--- config.mk ---
export PLATFORM = sky130hd
export DESIGN_NAME = pba_ram
export DESIGN_NICKNAME = d
export VERILOG_FILES = /design/src/rtl/pba_ram.sv
export SDC_FILE = /design/constraint.sdc
export NUM_CORES = 1
export LEC_CHECK = 0
export ABC_AREA = 1
export BUFFER_PORTS_ARGS = -buffer_cell sky130_fd_sc_hd__buf_4
export CELL_PAD_IN_SITES_DETAIL_PLACEMENT = 0
export CELL_PAD_IN_SITES_GLOBAL_PLACEMENT = 2
export CORE_ASPECT_RATIO = 2
export CORE_MARGIN = 1.5
export CORE_UTILIZATION = 47
export CTS_CLUSTER_DIAMETER = 40
export DETAILED_ROUTE_END_ITERATION = 16
export PLACE_DENSITY_LB_ADDON = 0.1
export SLEW_MARGIN = 15
export SYNTH_ARGS = -nofsm -noshare
export SYNTH_HDL_FRONTEND = slang
export SYNTH_SLANG_ARGS = --single-unit
--- constraint.sdc ---
create_clock -name clk_i -period 2.9 [get_ports clk_i]
set_clock_uncertainty 0.05 [all_clocks]
set_input_delay 0.145 -clock clk_i [delete_from_list [all_inputs] [get_ports clk_i]]
set_output_delay 0.145 -clock clk_i [all_outputs]
set_load 0.005 [all_outputs]
--- src/rtl/pba_ram.sv ---
`timescale 1ns / 1ps
`default_nettype none

module pba_ram #(
  parameter int unsigned WIDTH = 16,
  parameter int unsigned DEPTH = 32
) (
  input  wire logic                     clk_i,
  input  wire logic                     we_i,
  input  wire logic [$clog2(DEPTH)-1:0] waddr_i,
  input  wire logic [WIDTH-1:0]         wdata_i,
  input  wire logic [$clog2(DEPTH)-1:0] raddr_i,
  output logic      [WIDTH-1:0]         rdata_o
);

  logic [WIDTH-1:0] mem_q [DEPTH];

  always_ff @(posedge clk_i) begin
    if (we_i) begin
      mem_q[waddr_i] <= wdata_i;
    end
    rdata_o <= mem_q[raddr_i];
  end

endmodule

`default_nettype wire

After elaboration in Yosys (flattened, before gate mapping)
Memories as Yosys holds them, arrays and structs flattened. A register that Yosys moved wholly into a read port is not among the register bits.
Cells that the tools add are included.

storage, ports and cells
  flip-flop bits (word level) = 0
  latch bits = 0
  memory bits (writable) = 512
  ROM bits = 0
  input bits = 28
  output and inout port bits = 16
  logic and storage cells = 3
  memories kept = 1

operators by class
  add/sub/neg operators = 0
  $mul = 0
  divide/modulo/power cells = 0
  $lt $le $gt $ge = 0
  equality and inequality tests = 0
  shift operators = 0
  mux-type cells = 2
  bitwise logic cells = 0
  reductions and logical operators = 0

memories
  memory  depth  bits a word  read ports  clocked after memory_dff  write ports  line  source
  mem_q   32     16           1           1                         1            16    logic [WIDTH-1:0] mem_q [DEPTH];

operators by type and width
  kind     count
  $mux W1  2

Longest topological paths before layout
  word-level depth = 2
  depth in mapped cells = 12
  gate-level depth less buffers = 9

Least setup slack after synthesis
Ideal clock, no wire load.

  path type = input-to-reg
  from = input waddr_i[0]
  to = memory mem_q[0][0], enable pin
  library setup time = 388 ps
  arrival time = 1139 ps
  data required time = 2462 ps
  setup slack = 1322 ps
  stages on the path = 3
  path buffers = 0
  cells stage by stage = inv_1 nand3_1 nor2_1

RTL lines
  item                line  source
  start: declaration  10    input wire logic [$clog2(DEPTH)-1:0] waddr_i,
  end: declaration    16

Straight into the memory's write port.

==> run summary <==
Walking the worst path, the cells encountered are dlygate4sd3_1 > buf_4 > inv_1 > nand2_1 > nand2_1. The sequential cell area came out at 0.01570 sq mm. The combinational family with the most area after synthesis is simple AND/OR/NAND/NOR gates.

The summed instance area of the synthesized netlist was 0.02130 sq mm; the xor and xnor area share after synthesis was 0%. The mux share of post-synthesis cell area works out to 0%. Across the run, the number of max-cap violations was 0.

The mean number of vias per cell came out at 5.506. No sink is reached through more buffers than the 3 on the longest clock path. The run gives 0 as the post-route DRC violation count. The area inside the core boundary came out at 0.04487 sq mm.

The layout has 3943 filler cells. The highest clock frequency the design can meet was 621.6 MHz. The met1 usage was 31.68%.

The tools report the cell count after synthesis as 1794. The tools report the launch point of the worst path as raddr_i[4]. Detailed placement ended at an HPWL of 33.10 mm.

Of the total synthesized cell area, the portion taken by AND, OR, NAND and NOR gates is 22.56%. The total setup violations reported at the end of the flow is 0. The share of the synthesized area in compound gates (AO/OA/AOI/OAI) works out to 0%. Setup repair after global routing left no endpoint under its margin. The chip height is 304.1 microns. The run gives 0 as the final-report max-slew violation count. After clock tree synthesis, the clock-pin slew on the worst setup and hold paths is 70 ps.

Once detail routing completed, the nets flagged for antenna violations numbered 0. Among all stages on the critical path, the largest delay is contributed by sky130_fd_sc_hd__inv_1. For this run, global-route usage on met2 was measured as 46.65%.

The worst hold path belongs to the class input pin to flop. For the number of post-CTS setup repair buffers, the log shows 0. The number of sinks driven by the clock tree is 528. At the worst endpoint, the required time is 3350 ps. The kind of critical path is input pin to flop. For this run, the number of Yosys warnings is 0.

Summed over all cells, the static leakage comes to 8.848 nW. The tools report the startpoint kind of the worst setup timing path as an input pin. The multi-input combinational cells in the finished layout cover a total of 0.004885 sq mm. Critical path data arrival time: 2050 ps.

The die covers 0.04669 sq mm. Detailed routing inserted a total of 13.47k vias. CTS placed an instance of sky130_fd_sc_hd__clkbuf_16 at the clock tree root. Counting flops and latches in the post-synthesis netlist gives 528.

The clock reaches the later pin of the worst-skew pair after 580 ps. After floorplanning, the core was divided into 110 placement rows. Global routing finished with a remaining overflow of 0. Power comes to 16.12 mW. Clock tree synthesis inserted a total of 47 buffers.

The design area was 0.02400 sq mm. The number of nets in the synthesized netlist is 1822. The total count of hold-check failures in the final report was 0. The sequential fraction of the synthesis area was 73.68%; the die boundary width was 153.5 microns.

Entering global routing, the biggest net connects 129 pins. The unique cell type count in the Yosys netlist came out at 15. In this run the most critical hold path is launched from raddr_i[3]. The most numerous cell type found on the critical path is sky130_fd_sc_hd__nand2_1. The fraction of layout instances using a drive strength above 1 came out at 10.77%. After detailed routing, the average wire length per cell comes to 23.83 microns.

The global routing stage identified its most utilized layer as met2. For the global routing met3 resource utilization, the log shows 2.207%. The number of port buffers was 43; the total negative slack for setup checks was 0 ps. The most common cell after layout, fill and taps aside is sky130_fd_sc_hd__nand2_1. The worst register-to-register path begins at mem_q[27][14]. For the I/O pin count, the log shows 44.

The capturing element type of the critical path is a flop. Dividing total power by cell area gives a power density of 671.5 mW/mm^2. At the end of the flow, the number of nets in the layout was 1875.

The congestion estimate from routability-driven global placement came to 0.7875. The logs give 5 for the number of detailed-route iterations in the first pass and 13.28k for the number of global-route vias before repair. The final critical delay including setup and external delays is 1609 ps.

The run gives 0.02221 sq mm as the standard cell area after detailed placement. In the layout the commonest cells are sky130_fd_sc_hd__nand2_1 (720), sky130_fd_sc_hd__edfxtp_1 (512), sky130_fd_sc_hd__nand3_1 (396). Delay contributed by the slowest stage of the critical path: 710 ps.

The logs give 936 for the number of DRC violations after detailed-routing iteration 0 and 58.30 mm for the post-detailed-routing wire length. Measured slew at the worst slew-check pin: 919.3 ps. The global-route wire length before repair is 87.10 mm. The run finished with clean final reports. Across the VDD grid, the largest voltage drop is 550.4 uV. The run gives 38.64% as the worst slew slack as a fraction of its limit. For the deepest level of the CTS H-tree, the log shows 2.

For the number of antenna violations at the first check in global routing, the log shows 2. The largest fanout on the critical path works out to 17. Compared with the post-synthesis result, the final layout area differs by 12.69%. Of the total synthesized cell area, the portion taken by full adders, half adders and majority gates is 0%. The final critical path takes up 55.48% of the cycle. The starting utilization of the core area was 47.48%; the post-synthesis average cell area was 11.87 sq um. TritonCTS built the clock tree. Across every metal layer, demand over resource in global routing totals 25.48%.
cells in the mapped netlist:
cell type,number,area share [%]
sky130_fd_sc_hd__buf_1,2,0.035
sky130_fd_sc_hd__buf_12,1,0.094
sky130_fd_sc_hd__buf_2,33,0.78
sky130_fd_sc_hd__buf_4,28,0.99
sky130_fd_sc_hd__buf_6,24,1.3
sky130_fd_sc_hd__buf_8,1,0.070
sky130_fd_sc_hd__clkbuf_1,19,0.33
sky130_fd_sc_hd__dfxtp_1,16,1.5
sky130_fd_sc_hd__edfxtp_1,512,72
sky130_fd_sc_hd__inv_1,8,0.14
sky130_fd_sc_hd__inv_2,1,0.018
sky130_fd_sc_hd__inv_6,1,0.041
sky130_fd_sc_hd__nand2_1,720,13
sky130_fd_sc_hd__nand3_1,396,9.3
sky130_fd_sc_hd__nor2_1,32,0.56
logic make-up (layout without fill, tap and decap cells):
| group | Yosys count | count (layout) |
|---|---|---|
| other | 0 | 1 |
| buffers and inverters | 118 | 209 |
| flip-flops | 528 | 528 |
| AND/OR/NAND/NOR | 1148 | 1148 |
layout make-up:
type,instances,area share (%)
diodes,1,0.01042
clock buffers,60,5.405
clock inverters,27,1.350
inverters,10,0.1981
multi-input cells,1148,20.35
flip-flops and latches,528,65.38
well taps,560,2.919
repair buffers,112,4.384
per-stage QoR:
step	setup WS (ps)	hold WS [ps]	util [%]	std cells
final	1291	51.13	53.50	2446
after global routing	1259	62.58	53.50	2446
after CTS	1297	25.30	53.49	2445
after detailed placement	836.4	478.3	49.50	2341
after global placement	833.1	476.5	49.50	2341
after floorplan	1322	193.9	-	1794
worst max-delay path, delay by kind of cell:
family,cells,cell delay (ps)
buffers and inverters,3,1480
AND/OR/NAND/NOR,2,410
where the power goes:
group          switching (mW)  internal, mW
clock                    2.76          3.80
sequential             0.0459          8.47
combinational           0.733         0.301
total                    3.54          12.6
worst paths after layout:
path                  to  slack [ps]  cells past startpoint
max           rdata_o[3]        1290                      5
min           rdata_o[9]          50                      5
max reg2reg  rdata_o[14]        1600                      8
min reg2reg   rdata_o[2]         720                      8
layer usage:
| layer | wire length, microns | vias to the layer above | part of all wire [%] |
|---|---|---|---|
| met5 | 0 | - | 0 |
| met4 | 1501 | 0 | 2.6 |
| met3 | 2259 | 91 | 3.9 |
| met2 | 31400 | 333 | 54 |
| met1 | 23140 | 6697 | 40 |
| li1 | - | 6347 | - |
what timing repair did:
action,4_1_cts,5_1_grt
hold buffers,17,0
resized for setup,0,0
hold endpoints to repair,524,0
flip-flops by register name, summed over array words and instances, names as in the netlist:
register / count
mem_q: 512
rdata_o: 16
Note: power is estimated with default switching activity, not from simulation.
